--- config.mk ---
export PLATFORM = sky130hd
export DESIGN_NAME = lcd_window_pixel_writer_core
export DESIGN_NICKNAME = d
export VERILOG_FILES = /design/src/design/lcdwpw_pkg.sv /design/src/design/lcdwpw_front.sv /design/src/design/lcdwpw_cmd_queue.sv /design/src/design/lcdwpw_back.sv /design/src/design/lcd_window_pixel_writer_core.sv
export SDC_FILE = /design/constraint.sdc
export NUM_CORES = 1
export LEC_CHECK = 0
export BUFFER_PORTS_ARGS = -buffer_cell sky130_fd_sc_hd__buf_2
export CAP_MARGIN = 10
export CORE_MARGIN = 2
export CORE_UTILIZATION = 32
export DETAILED_ROUTE_END_ITERATION = 10
export HOLD_SLACK_MARGIN = 0.1
export PLACE_DENSITY = 0.51
export SLEW_MARGIN = 30
export SYNTH_ARGS = -nofsm -noshare
export SYNTH_HDL_FRONTEND = slang
export SYNTH_SLANG_ARGS = --single-unit
--- constraint.sdc ---
create_clock -name i_clk -period 7.6 [get_ports i_clk]
set_input_delay 1.52 -clock i_clk [delete_from_list [all_inputs] [get_ports i_clk]]
set_output_delay 1.52 -clock i_clk [all_outputs]
set_load 0.03 [all_outputs]
--- src/design/lcdwpw_pkg.sv ---
package lcdwpw_pkg;

    localparam int PANEL_SIZE       = 240;
    localparam int BYTE_COUNT_LIMIT = 31;
    localparam int COUNT_W          = $clog2(BYTE_COUNT_LIMIT + 1);
    localparam int SAVED_DEPTH      = 4;
    localparam int SAVED_IDX_W      = $clog2(SAVED_DEPTH);
    localparam int WINDOW_BYTES     = 4;
    localparam int PIXEL_BYTES      = 2;
    localparam int CURSOR_W         = 9;
    localparam int QUEUE_DEPTH      = 2;
    localparam int QUEUE_PTR_W      = $clog2(QUEUE_DEPTH);
    localparam int QUEUE_CNT_W      = $clog2(QUEUE_DEPTH + 1);

    localparam logic [CURSOR_W-1:0] CURSOR_MAX = '1;

    localparam logic [7:0] CMD_COLUMNS = 8'h2A;
    localparam logic [7:0] CMD_ROWS    = 8'h2B;
    localparam logic [7:0] CMD_PIXELS  = 8'h2C;

    localparam logic [1:0] MODE_PIXEL  = 2'd0;
    localparam logic [1:0] MODE_COLUMN = 2'd1;
    localparam logic [1:0] MODE_ROW    = 2'd2;
    localparam logic [1:0] MODE_IGNORE = 2'd3;

    localparam logic [1:0] OP_PIXEL = 2'd0;
    localparam logic [1:0] OP_WIN_X = 2'd1;
    localparam logic [1:0] OP_WIN_Y = 2'd2;

    typedef struct packed {
        logic [1:0] op;
        logic [7:0] a;
        logic [7:0] b;
    } t_cmd;

    typedef struct packed {
        logic [7:0]  x;
        logic [7:0]  y;
        logic [15:0] value;
    } t_pixel;

    typedef logic [255:0][7:0] t_row_min_tab;

    function automatic t_row_min_tab f_build_row_min();
        t_row_min_tab tab;
        int r;
        int d;
        int n;
        int s;
        r = PANEL_SIZE / 2;
        for (int y = 0; y < 256; y++) begin
            d = (y >= r) ? (y - r) : (r - y);
            n = (d <= r) ? (r * r - d * d) : 0;
            s = 0;
            for (int k = 0; k <= 256; k++) begin
                if (s * s < n) begin
                    s = s + 1;
                end
            end
            tab[y] = (s <= r) ? 8'(r - s) : 8'd0;
        end
        return tab;
    endfunction

    localparam t_row_min_tab ROW_MIN = f_build_row_min();

    function automatic logic [CURSOR_W-1:0] f_sat_inc(input logic [CURSOR_W-1:0] v);
        return (v != CURSOR_MAX) ? v + 1'b1 : v;
    endfunction

    function automatic logic f_in_mask(input logic [CURSOR_W-1:0] x,
                                       input logic [CURSOR_W-1:0] y);
        logic [7:0] lo;
        lo = ROW_MIN[y[7:0]];
        return ({1'b0, y} < 10'(PANEL_SIZE)) &&
               (x >= {1'b0, lo}) &&
               (({1'b0, x} + {2'b00, lo}) < 10'(PANEL_SIZE));
    endfunction

endpackage

--- src/design/lcdwpw_front.sv ---
module lcdwpw_front (
    input  logic              i_clk,
    input  logic              i_rst_n,
    input  logic              i_accept,
    input  logic              i_is_data,
    input  logic [7:0]        i_byte_value,
    output logic              o_cmd_valid,
    output lcdwpw_pkg::t_cmd  o_cmd
);

    logic [1:0]                      r_mode;
    logic [1:0]                      n_mode;
    logic [lcdwpw_pkg::COUNT_W-1:0]  r_count;
    logic [lcdwpw_pkg::COUNT_W-1:0]  n_count;
    logic [lcdwpw_pkg::COUNT_W-1:0]  cnt_inc;
    logic [7:0]                      r_saved [lcdwpw_pkg::SAVED_DEPTH];
    logic [7:0]                      n_saved [lcdwpw_pkg::SAVED_DEPTH];

    assign cnt_inc = (r_count < lcdwpw_pkg::COUNT_W'(lcdwpw_pkg::BYTE_COUNT_LIMIT)) ?
                     r_count + 1'b1 : r_count;

    always_comb begin
        n_mode      = r_mode;
        n_count     = r_count;
        n_saved     = r_saved;
        o_cmd_valid = 1'b0;
        o_cmd.op    = lcdwpw_pkg::OP_PIXEL;
        o_cmd.a     = '0;
        o_cmd.b     = '0;
        if (i_accept) begin
            if (!i_is_data) begin
                unique case (i_byte_value)
                    lcdwpw_pkg::CMD_COLUMNS: n_mode = lcdwpw_pkg::MODE_COLUMN;
                    lcdwpw_pkg::CMD_ROWS:    n_mode = lcdwpw_pkg::MODE_ROW;
                    lcdwpw_pkg::CMD_PIXELS:  n_mode = lcdwpw_pkg::MODE_PIXEL;
                    default:                 n_mode = lcdwpw_pkg::MODE_IGNORE;
                endcase
                n_count = '0;
            end else begin
                if (r_count < lcdwpw_pkg::COUNT_W'(lcdwpw_pkg::SAVED_DEPTH)) begin
                    n_saved[r_count[lcdwpw_pkg::SAVED_IDX_W-1:0]] = i_byte_value;
                end
                n_count = cnt_inc;
                unique case (r_mode)
                    lcdwpw_pkg::MODE_COLUMN, lcdwpw_pkg::MODE_ROW: begin
                        if (cnt_inc == lcdwpw_pkg::COUNT_W'(lcdwpw_pkg::WINDOW_BYTES)) begin
                            o_cmd_valid = 1'b1;
                            o_cmd.op    = (r_mode == lcdwpw_pkg::MODE_COLUMN) ?
                                          lcdwpw_pkg::OP_WIN_X : lcdwpw_pkg::OP_WIN_Y;
                            o_cmd.a     = n_saved[1];
                            o_cmd.b     = n_saved[3];
                        end
                    end
                    lcdwpw_pkg::MODE_PIXEL: begin
                        if (cnt_inc == lcdwpw_pkg::COUNT_W'(lcdwpw_pkg::PIXEL_BYTES)) begin
                            o_cmd_valid = 1'b1;
                            o_cmd.op    = lcdwpw_pkg::OP_PIXEL;
                            o_cmd.a     = n_saved[0];
                            o_cmd.b     = n_saved[1];
                            n_count     = '0;
                        end
                    end
                    lcdwpw_pkg::MODE_IGNORE: begin
                    end
                endcase
            end
        end
    end

    always_ff @(posedge i_clk) begin
        if (!i_rst_n) begin
            r_mode  <= lcdwpw_pkg::MODE_PIXEL;
            r_count <= '0;
        end else begin
            r_mode  <= n_mode;
            r_count <= n_count;
        end
    end

    always_ff @(posedge i_clk) begin
        r_saved <= n_saved;
    end

endmodule

--- src/design/lcdwpw_cmd_queue.sv ---
module lcdwpw_cmd_queue (
    input  logic              i_clk,
    input  logic              i_rst_n,
    input  logic              i_push,
    input  lcdwpw_pkg::t_cmd  i_cmd,
    output logic              o_full,
    output logic              o_empty,
    input  logic              i_pop,
    output lcdwpw_pkg::t_cmd  o_cmd
);

    lcdwpw_pkg::t_cmd                    r_mem [lcdwpw_pkg::QUEUE_DEPTH];
    logic [lcdwpw_pkg::QUEUE_PTR_W-1:0]  r_wr_ptr;
    logic [lcdwpw_pkg::QUEUE_PTR_W-1:0]  r_rd_ptr;
    logic [lcdwpw_pkg::QUEUE_CNT_W-1:0]  r_cnt;
    logic                                do_push;
    logic                                do_pop;

    assign o_full  = (r_cnt == lcdwpw_pkg::QUEUE_CNT_W'(lcdwpw_pkg::QUEUE_DEPTH));
    assign o_empty = (r_cnt == '0);
    assign o_cmd   = r_mem[r_rd_ptr];
    assign do_push = i_push && !o_full;
    assign do_pop  = i_pop && !o_empty;

    always_ff @(posedge i_clk) begin
        if (!i_rst_n) begin
            r_wr_ptr <= '0;
            r_rd_ptr <= '0;
            r_cnt    <= '0;
        end else begin
            if (do_push) begin
                r_wr_ptr <= (r_wr_ptr == lcdwpw_pkg::QUEUE_PTR_W'(lcdwpw_pkg::QUEUE_DEPTH - 1)) ?
                            '0 : r_wr_ptr + 1'b1;
            end
            if (do_pop) begin
                r_rd_ptr <= (r_rd_ptr == lcdwpw_pkg::QUEUE_PTR_W'(lcdwpw_pkg::QUEUE_DEPTH - 1)) ?
                            '0 : r_rd_ptr + 1'b1;
            end
            if (do_push && !do_pop) begin
                r_cnt <= r_cnt + 1'b1;
            end else if (do_pop && !do_push) begin
                r_cnt <= r_cnt - 1'b1;
            end
        end
    end

    always_ff @(posedge i_clk) begin
        if (do_push) begin
            r_mem[r_wr_ptr] <= i_cmd;
        end
    end

endmodule

--- src/design/lcdwpw_back.sv ---
module lcdwpw_back (
    input  logic                i_clk,
    input  logic                i_rst_n,
    input  logic                i_cmd_empty,
    input  lcdwpw_pkg::t_cmd    i_cmd,
    output logic                o_cmd_pop,
    input  logic                i_pop,
    output logic                o_empty,
    output lcdwpw_pkg::t_pixel  o_pixel
);

    logic [7:0]                          r_start_x;
    logic [7:0]                          r_end_x;
    logic [7:0]                          r_start_y;
    logic [7:0]                          r_end_y;
    logic [lcdwpw_pkg::CURSOR_W-1:0]     r_cur_x;
    logic [lcdwpw_pkg::CURSOR_W-1:0]     r_cur_y;
    logic [7:0]                          n_start_x;
    logic [7:0]                          n_end_x;
    logic [7:0]                          n_start_y;
    logic [7:0]                          n_end_y;
    logic [lcdwpw_pkg::CURSOR_W-1:0]     n_cur_x;
    logic [lcdwpw_pkg::CURSOR_W-1:0]     n_cur_y;
    logic [lcdwpw_pkg::CURSOR_W-1:0]     step_x;
    logic [lcdwpw_pkg::CURSOR_W-1:0]     step_y;

    lcdwpw_pkg::t_pixel                  r_q [lcdwpw_pkg::QUEUE_DEPTH];
    logic [lcdwpw_pkg::QUEUE_PTR_W-1:0]  r_wr_ptr;
    logic [lcdwpw_pkg::QUEUE_PTR_W-1:0]  r_rd_ptr;
    logic [lcdwpw_pkg::QUEUE_CNT_W-1:0]  r_cnt;
    logic                                out_space;
    logic                                out_push;
    logic                                out_pop;
    lcdwpw_pkg::t_pixel                  push_pixel;

    assign o_empty   = (r_cnt == '0);
    assign o_pixel   = r_q[r_rd_ptr];
    assign out_pop   = i_pop && !o_empty;
    assign out_space = (r_cnt != lcdwpw_pkg::QUEUE_CNT_W'(lcdwpw_pkg::QUEUE_DEPTH)) || out_pop;
    assign o_cmd_pop = !i_cmd_empty && ((i_cmd.op != lcdwpw_pkg::OP_PIXEL) || out_space);
    assign step_x    = lcdwpw_pkg::f_sat_inc(r_cur_x);
    assign step_y    = lcdwpw_pkg::f_sat_inc(r_cur_y);

    assign push_pixel.x     = r_cur_x[7:0];
    assign push_pixel.y     = r_cur_y[7:0];
    assign push_pixel.value = {i_cmd.b, i_cmd.a};

    always_comb begin
        n_start_x = r_start_x;
        n_end_x   = r_end_x;
        n_start_y = r_start_y;
        n_end_y   = r_end_y;
        n_cur_x   = r_cur_x;
        n_cur_y   = r_cur_y;
        out_push  = 1'b0;
        if (o_cmd_pop) begin
            unique case (i_cmd.op)
                lcdwpw_pkg::OP_WIN_X: begin
                    n_start_x = i_cmd.a;
                    n_end_x   = i_cmd.b;
                    n_cur_x   = {1'b0, i_cmd.a};
                end
                lcdwpw_pkg::OP_WIN_Y: begin
                    n_start_y = i_cmd.a;
                    n_end_y   = i_cmd.b;
                    n_cur_y   = {1'b0, i_cmd.a};
                end
                lcdwpw_pkg::OP_PIXEL: begin
                    out_push = lcdwpw_pkg::f_in_mask(r_cur_x, r_cur_y);
                    if (step_x == {1'b0, r_end_x}) begin
                        n_cur_x = {1'b0, r_start_x};
                        n_cur_y = (step_y == {1'b0, r_end_y}) ? {1'b0, r_start_y} : step_y;
                    end else begin
                        n_cur_x = step_x;
                    end
                end
                default: begin
                end
            endcase
        end
    end

    always_ff @(posedge i_clk) begin
        if (!i_rst_n) begin
            r_start_x <= '0;
            r_end_x   <= '0;
            r_start_y <= '0;
            r_end_y   <= '0;
            r_cur_x   <= '0;
            r_cur_y   <= '0;
            r_wr_ptr  <= '0;
            r_rd_ptr  <= '0;
            r_cnt     <= '0;
        end else begin
            r_start_x <= n_start_x;
            r_end_x   <= n_end_x;
            r_start_y <= n_start_y;
            r_end_y   <= n_end_y;
            r_cur_x   <= n_cur_x;
            r_cur_y   <= n_cur_y;
            if (out_push) begin
                r_wr_ptr <= (r_wr_ptr == lcdwpw_pkg::QUEUE_PTR_W'(lcdwpw_pkg::QUEUE_DEPTH - 1)) ?
                            '0 : r_wr_ptr + 1'b1;
            end
            if (out_pop) begin
                r_rd_ptr <= (r_rd_ptr == lcdwpw_pkg::QUEUE_PTR_W'(lcdwpw_pkg::QUEUE_DEPTH - 1)) ?
                            '0 : r_rd_ptr + 1'b1;
            end
            if (out_push && !out_pop) begin
                r_cnt <= r_cnt + 1'b1;
            end else if (out_pop && !out_push) begin
                r_cnt <= r_cnt - 1'b1;
            end
        end
    end

    always_ff @(posedge i_clk) begin
        if (out_push) begin
            r_q[r_wr_ptr] <= push_pixel;
        end
    end

endmodule

--- src/design/lcd_window_pixel_writer_core.sv ---
// Window pixel writer for a round panel.
// Input: one display byte per word, i_is_data low for a command byte and
// high for a data byte; a word is taken on a clock edge with push high and
// full low. Commands 0x2A and 0x2B open a column or row window load (four
// data bytes, start in byte 1, end in byte 3); 0x2C opens pixel writes,
// two data bytes per pixel, first byte low.
// Output: one word per pixel that falls inside the round panel mask, shown
// while empty is low and taken on an edge with pop high.
// A pixel command waits in the command queue, then its pixel goes to the result queue.
// Throughput: one input word per cycle while full is low, set by the
// combinational decode in the front end and the one-command-per-cycle cursor
// unit in the back end, joined by a two-entry command queue.
// When pop stays low the two-entry result queue fills, the back end holds
// pixel commands, the command queue fills and full rises to hold the source.
// Reset (synchronous, i_rst_n low) returns to pixel mode with zero windows
// and cursors and empties both queues; no clearing pass is needed.
module lcd_window_pixel_writer_core (
    input  logic         i_clk,
    input  logic         i_rst_n,
    input  logic         push,
    output logic         full,
    input  logic         i_is_data,
    input  logic [7:0]   i_byte_value,
    output logic         empty,
    input  logic         pop,
    output logic [7:0]   o_pixel_x,
    output logic [7:0]   o_pixel_y,
    output logic [15:0]  o_pixel_value
);

    logic                accept;
    logic                cmd_push;
    lcdwpw_pkg::t_cmd    cmd_in;
    logic                cmd_full;
    logic                cmd_empty;
    logic                cmd_pop;
    lcdwpw_pkg::t_cmd    cmd_out;
    lcdwpw_pkg::t_pixel  pixel;

    assign full   = cmd_full;
    assign accept = push && !cmd_full;

    lcdwpw_front u_front (
        .i_clk        (i_clk),
        .i_rst_n      (i_rst_n),
        .i_accept     (accept),
        .i_is_data    (i_is_data),
        .i_byte_value (i_byte_value),
        .o_cmd_valid  (cmd_push),
        .o_cmd        (cmd_in)
    );

    lcdwpw_cmd_queue u_cmd_queue (
        .i_clk   (i_clk),
        .i_rst_n (i_rst_n),
        .i_push  (cmd_push),
        .i_cmd   (cmd_in),
        .o_full  (cmd_full),
        .o_empty (cmd_empty),
        .i_pop   (cmd_pop),
        .o_cmd   (cmd_out)
    );

    lcdwpw_back u_back (
        .i_clk       (i_clk),
        .i_rst_n     (i_rst_n),
        .i_cmd_empty (cmd_empty),
        .i_cmd       (cmd_out),
        .o_cmd_pop   (cmd_pop),
        .i_pop       (pop),
        .o_empty     (empty),
        .o_pixel     (pixel)
    );

    assign o_pixel_x     = pixel.x;
    assign o_pixel_y     = pixel.y;
    assign o_pixel_value = pixel.value;

`ifndef SYNTHESIS
    a_no_cmd_overflow: assert property (@(posedge i_clk) disable iff (!i_rst_n)
        cmd_push |-> !cmd_full)
        else $error("command queue written while full");

    a_result_in_mask: assert property (@(posedge i_clk) disable iff (!i_rst_n)
        !empty |-> lcdwpw_pkg::f_in_mask({1'b0, o_pixel_x}, {1'b0, o_pixel_y}))
        else $error("result outside panel mask");

    a_pop_needs_cmd: assert property (@(posedge i_clk) disable iff (!i_rst_n)
        cmd_pop |-> !cmd_empty)
        else $error("back end took a command from an empty queue");

    a_reset_empty: assert property (@(posedge i_clk)
        !i_rst_n |=> empty && !full)
        else $error("queues not empty after reset");
`endif

endmodule

# Word-level counts from Yosys, hierarchy flattened
# Memory sizes are Yosys's and may differ from the RTL's. A register that Yosys moved wholly into a read port is not among the register bits.
# Cells that the tools add are included.
[totals]
inputBits = 13
out_inout_bits = 34
rom_bits = 2048
mem_count = 3
ram_bits = 100
register_bits = 97
[memory_table]
columns = ["name", "words", "word_bits", "read_ports", "rd_ports_with_merged_regs", "write_ports", "line", "source"]
rows = [
  ["(name not given)", 256, 8, 1, 1, 0, "lcdwpw_pkg.sv:74", "lo = ROW_MIN[y[7:0]];"],
  ["u_back.r_q", 2, 32, 1, 1, 1, "lcdwpw_back.sv:27", "lcdwpw_pkg::t_pixel r_q [lcdwpw_pkg::QUEUE_DEPTH];"],
  ["u_cmd_queue.r_mem", 2, 18, 1, 1, 1, "lcdwpw_cmd_queue.sv:12", "lcdwpw_pkg::t_cmd r_mem [lcdwpw_pkg::QUEUE_DEPTH];"],
]
[op_classes]
addsub = 12
n_mux = 48
n_reduce_logical = 38
n_lt_le_gt_ge = 8
n_eq_ne = 16
bitwise_logic = 2
[ops]
columns = ["operator", "count"]
rows = [
  ["2-to-1 mux 18 bit", 3],
  ["2-to-1 mux 9 bit", 5],
  ["one-hot mux 18 bit (2 select lines)", 1],
  ["one-hot mux 9 bit (2 select lines)", 2],
  ["bitwise mux 32 bit", 1],
  ["2-to-1 mux 32 bit", 1],
  ["2-to-1 mux 8 bit", 4],
  ["== test 8 x 6 -> 1 bit (second input constant)", 3],
  ["2-to-1 mux 5 bit", 4],
  ["adder 9 x 1 -> 9 bit (second input constant)", 2],
  ["== test 9 x 8 -> 1 bit", 2],
  ["2-to-1 mux 1 bit", 18],
  ["!= test 9 bit (second input constant)", 2],
  ["demux 8 bit (select 2 bit)", 1],
  ["2-to-1 mux 16 bit", 1],
  ["logical AND 1 bit", 12],
  ["adder 9 x 8 -> 10 bit", 1],
  ["less-than comparator 10 x 8 -> 1 bit (second input constant)", 1],
  ["2-to-1 mux 2 bit", 5],
  ["AND reduction 2 bit", 5],
  ["nonzero test 2 bit", 5],
  [">= comparator 9 x 8 -> 1 bit", 1],
  ["less-than comparator 8 x 9 -> 1 bit (second input constant)", 1],
  ["less-than comparator 9 x 8 -> 1 bit (second input constant)", 1],
  ["23 further kinds", 42],
]

# Depth between registers and ports, before layout
[logic_depth]
word_depth = 12
depth_mapped = 19

# Cells and area by module
# A second synthesis with hierarchy kept.
[unflattened]
cells_unflattened = 1103
hier_area_um2 = 11043.1
[by_module_without_submodules]
columns = ["mod", "n_inst", "cells_per_inst", "seq_area_each_um2", "area_per_inst_um2"]
rows = [
  ["lcdwpw_back", 1, 860, 3163.0, 7706.1],
  ["lcdwpw_front", 1, 161, 860.8, 1793.0],
  ["lcdwpw_cmd_queue", 1, 81, 1181.1, 1530.2],
  ["lcd_window_pixel_writer_core", 1, 1, 0.0, 13.8],
]

# Worst setup path after synthesis
# Ideal clock, no wire load.
[synth_timing]
path_kind = "in2reg"
start = "input port pop"
end = "register with a tool-made name"
arrival_ns = 4.479
slack_ns = 2.999
stages = 16
setup_time_ns = 0.122
path_buffers = 4
cell_sequence = "nor2_1 a31oi_1 nor2b_1 clkbuf_1 o21bai_4 buf_6 o21a_1 o31a_1 buf_2 inv_1 ha_1 clkbuf_1 o211ai_1 o31a_1 o22ai_1 o311a_1"
[synth_rtl]
columns = ["element", "line", "source"]
rows = [
  ["from (decl)", "lcd_window_pixel_writer_core.sv:25", "input logic pop,"],
]

==> summary.md <==
| Metric | Value |
|---|---|
| Fillers | `3,471` |
| Post-DRT Antenna Nets | `0` |
| Crit-path cells | `ha_1 > and2_1 > o21ai_1 > a211o_1 > a2111oi_2 > and2_0 > and3_1 > o31a_1 > inv_1 > ha_1 > nand2_1 > o311ai_0 > a21oi_1 > nor3_1 > a221o_1` |
| Synth-to-Final Area Change | `10.2%` |
| Skew final | `0.0209 ns` |
| Critical Path Start Type | `flip-flop` |
| Routed wire length | `29,500 µm` |
| Clock Power Share | `27.6%` |
| Combinational Power Share | `28.4%` |
| Post-synth EDFFs | `124` |
| Setup Buffers After CTS | `0` |
| HPWL after DPL | `20,300 µm` |
| Max-cap viol count | `0` |
| Die X-Extent | `191 µm` |
| Antenna cells | `0` |
| Nets@finish | `1,139` |
| Number of synthesized register bits | `198` |
| TNS Setup | `0 ns` |
| Largest net degree at the start of global routing | `51` |
| Drt drc | `0` |
| Net Count, Synth | `1,138` |
| Htree depth | `4` |
| Actual slew at the worst max-slew pin | `0.982 ns` |
| Fin Hold WS | `0.496 ns` |
| Starting Density | `32.3%` |
| HP Class | `flip-flop to flip-flop` |
| Cell mode on critical path | `ha_1` |
| Layout Utilization | `35.6%` |
| Layout Cells excl Fill | `1,558` |
| Post-synth top area share | `33.4%` |
| Vias in the first global route | `8,025` |
| Root buffer cell | `clkbuf_16` |
| Cell Area, Synth | `0.0111 mm²` |
| Tmin final | `5.43 ns` |
| Top post-synthesis cells by count | `edfxtp_1 (124), nand2_1 (90), nor2_1 (85)` |
| Int Pwr | `2050 µW` |
| Most frequent cell after synthesis | `edfxtp_1` |
| DIE AREA | `0.0363 mm²` |
| Die Ht | `191 µm` |
| VDD IR max | `151 µV` |
| Power Total | `3200 µW` |
| Top FF cell, synth | `edfxtp_1` |
| YS warnings | `0` |
| Switching share of power | `35.9%` |
| Slowest Stage Delay on Critical Path | `0.78 ns` |
| Area contributors post-synth | `edfxtp_1 (33%), dfxtp_1 (13%), mux2_2 (5.2%)` |
| CP Class | `flip-flop to flip-flop` |
| Cells after synthesis | `1,089` |
| Setup violations, final | `0` |
| Pwr Density | `260 mW/mm²` |
| Worst skew pair latency | `0.45 ns` |
| Crit path arrival time | `5.81 ns` |
| I/O Pins | `47` |
| Final Hold Viols | `0` |
| Setup crit end kind | `flip-flop` |
| Worst rel slew slack | `34.2%` |
| Post-Place Cells | `1,526` |
| Status | `complete, no violations` |
| Hold buffers post-CTS | `0` |
| Synth unique cells | `91` |
| Gpl congestion | `0.897` |
| Share of total power in sequential cells | `43.9%` |
| Share of layout cells above drive strength 1 | `16.0%` |
| IO Port Bufs | `46` |
| Sink Count | `198` |
| Vias | `8,463` |
| Crit path max fanout | `11` |
| GRT Total Usage | `16.5%` |
| Fin crit share | `71.5%` |
| Antenna violations before repair | `0` |
| CTS tree | `yes` |
| DRT iter0 DRCs | `837` |
| First-pass GRT wire length | `46,600 µm` |
| Leakage | `0.00485 µW` |
| Vias per inst | `5.43` |
| Row cnt | `68` |
| NetSw | `1150 µW` |
| Dominant cell type by area after synthesis | `edfxtp_1` |
| Post-cts sizing count | `0` |
| Sequential share of the synthesized area | `46.7%` |
| CP max stage cell | `a2111oi_2` |
| Wire per inst | `19.0 µm` |
| Unrepaired setup endpoints after global routing | `false` |
| Fmax | `184 MHz` |
| GRT overflow | `0` |
| Clock-pin slew on the worst setup and hold paths | `0.08 ns` |
| Avg Inst Size Synth | `10.2 µm²` |
| Bufs on Longest Clock Path | `2` |
| Post-synthesis async set-or-reset flop share | `0%` |
| Worst Path Required | `7.98 ns` |
| Max-slew violations | `0` |
| First-pass DRT Iterations | `5` |
| CTS buffer count | `17` |
| Core ar. | `0.0345 mm²` |
## kinds of logic (layout without fill, tap and decap cells)
family / Yosys count / after routing / share of synthesized area [%]
adders and majority gates: 36 / 36 / 4.04
buffers and inverters: 132 / 146 / 5.48
DFF: 198 / 198 / 46.7
AOI/OAI and AO/OA: 301 / 301 / 20.0
muxes: 84 / 84 / 8.12
xor gates and xnor gates: 24 / 24 / 2.01
and+or+nand+nor: 314 / 314 / 13.7
## path summary, 6_finish.rpt
kind | cells past startpoint | end | slack (ns) | start
worst max-delay path | 15 | flip-flop | 2.17 | u_back.r_cur_y[0]$_SDFFE_PN0N_
worst min-delay path | 1 | u_back.r_start_y[0]$_SDFFE_PN0P_ | 0.50 | u_back.r_start_y[0]$_SDFFE_PN0P_
worst max register to register | 15 | flip-flop | 2.17 | u_back.r_cur_y[0]$_SDFFE_PN0N_
worst min register to register | 1 | u_back.r_start_y[0]$_SDFFE_PN0P_ | 0.50 | u_back.r_start_y[0]$_SDFFE_PN0P_
## cell type report
cell class	instances	area, µm²	area share, %
Multi-Input combinational cell	759	5360	43.7
Sequential cell	198	5210	42.4
Tap cell	455	569	4.64
Clock buffer	17	425	3.46
Timing Repair Buffer	58	360	2.93
Inverter	56	218	1.77
Clock inverter	15	140	1.14
## sequential cells by signal, summed over array words and instances, names as in the netlist, 5 cells and up, named ones only
signal and flops:
u_back.r_start_y 8, u_back.r_cur_y 9, u_back.r_end_x 8, u_back.r_cur_x 9, u_back.r_end_y 8, u_cmd_queue.r_mem 36, u_front.r_saved 24, u_back.r_q 64
u_front.r_count 5, u_back.r_start_x 8
## per-stage QoR
step	setup slack [ns]	instance area (µm²)
finish	2.17	12300
global route	1.80	12300
CTS	2.26	12300
detailed placement	1.95	11700
global placement	2.15	11600
floorplan	3.00	11100
## worst max-delay path: cells and delay by family, from the launching register on
family,cells,cell delay (ns)
fa+ha+maj,2,0.92
compound gates,7,2.33
simple gates,5,1.24
buf+inv,1,0.24
flops,1,0.62
## layer usage
layer / GRT usage, % / share of wire (%) / vias up
met5: 0 / 0 / -
met4: 4.17 / 1.3 / 0
met1: 23.6 / 48 / 4112
met3: 2.52 / 4.8 / 32
li1: - / - / 4066
met2: 26.1 / 46 / 253
## power by group through the flow
| stage | Clock (µW) | Sequential [µW] | Combinational (µW) |
|---|---|---|---|
| floorplan | 0 | 1330 | 762 |
| global placement | 0 | 1430 | 904 |
| detailed placement | 0 | 1430 | 904 |
| CTS | 906 | 1410 | 909 |
| global route | 963 | 1430 | 997 |
| finish | 884 | 1410 | 909 |
## cells in the final DEF (no fill, tap or decap), types with 35 or more instances in the layout
cell / n
a21oi_1: 49
a31oi_1: 35
nor2_1: 84
o21ai_0: 43
edfxtp_1: 124
inv_1: 51
ha_1: 36
mux2_2: 51
buf_2: 46
o211a_1: 35
dfxtp_1: 73
nand2_1: 90
No activity file was read; power rests on OpenSTA's default activity.
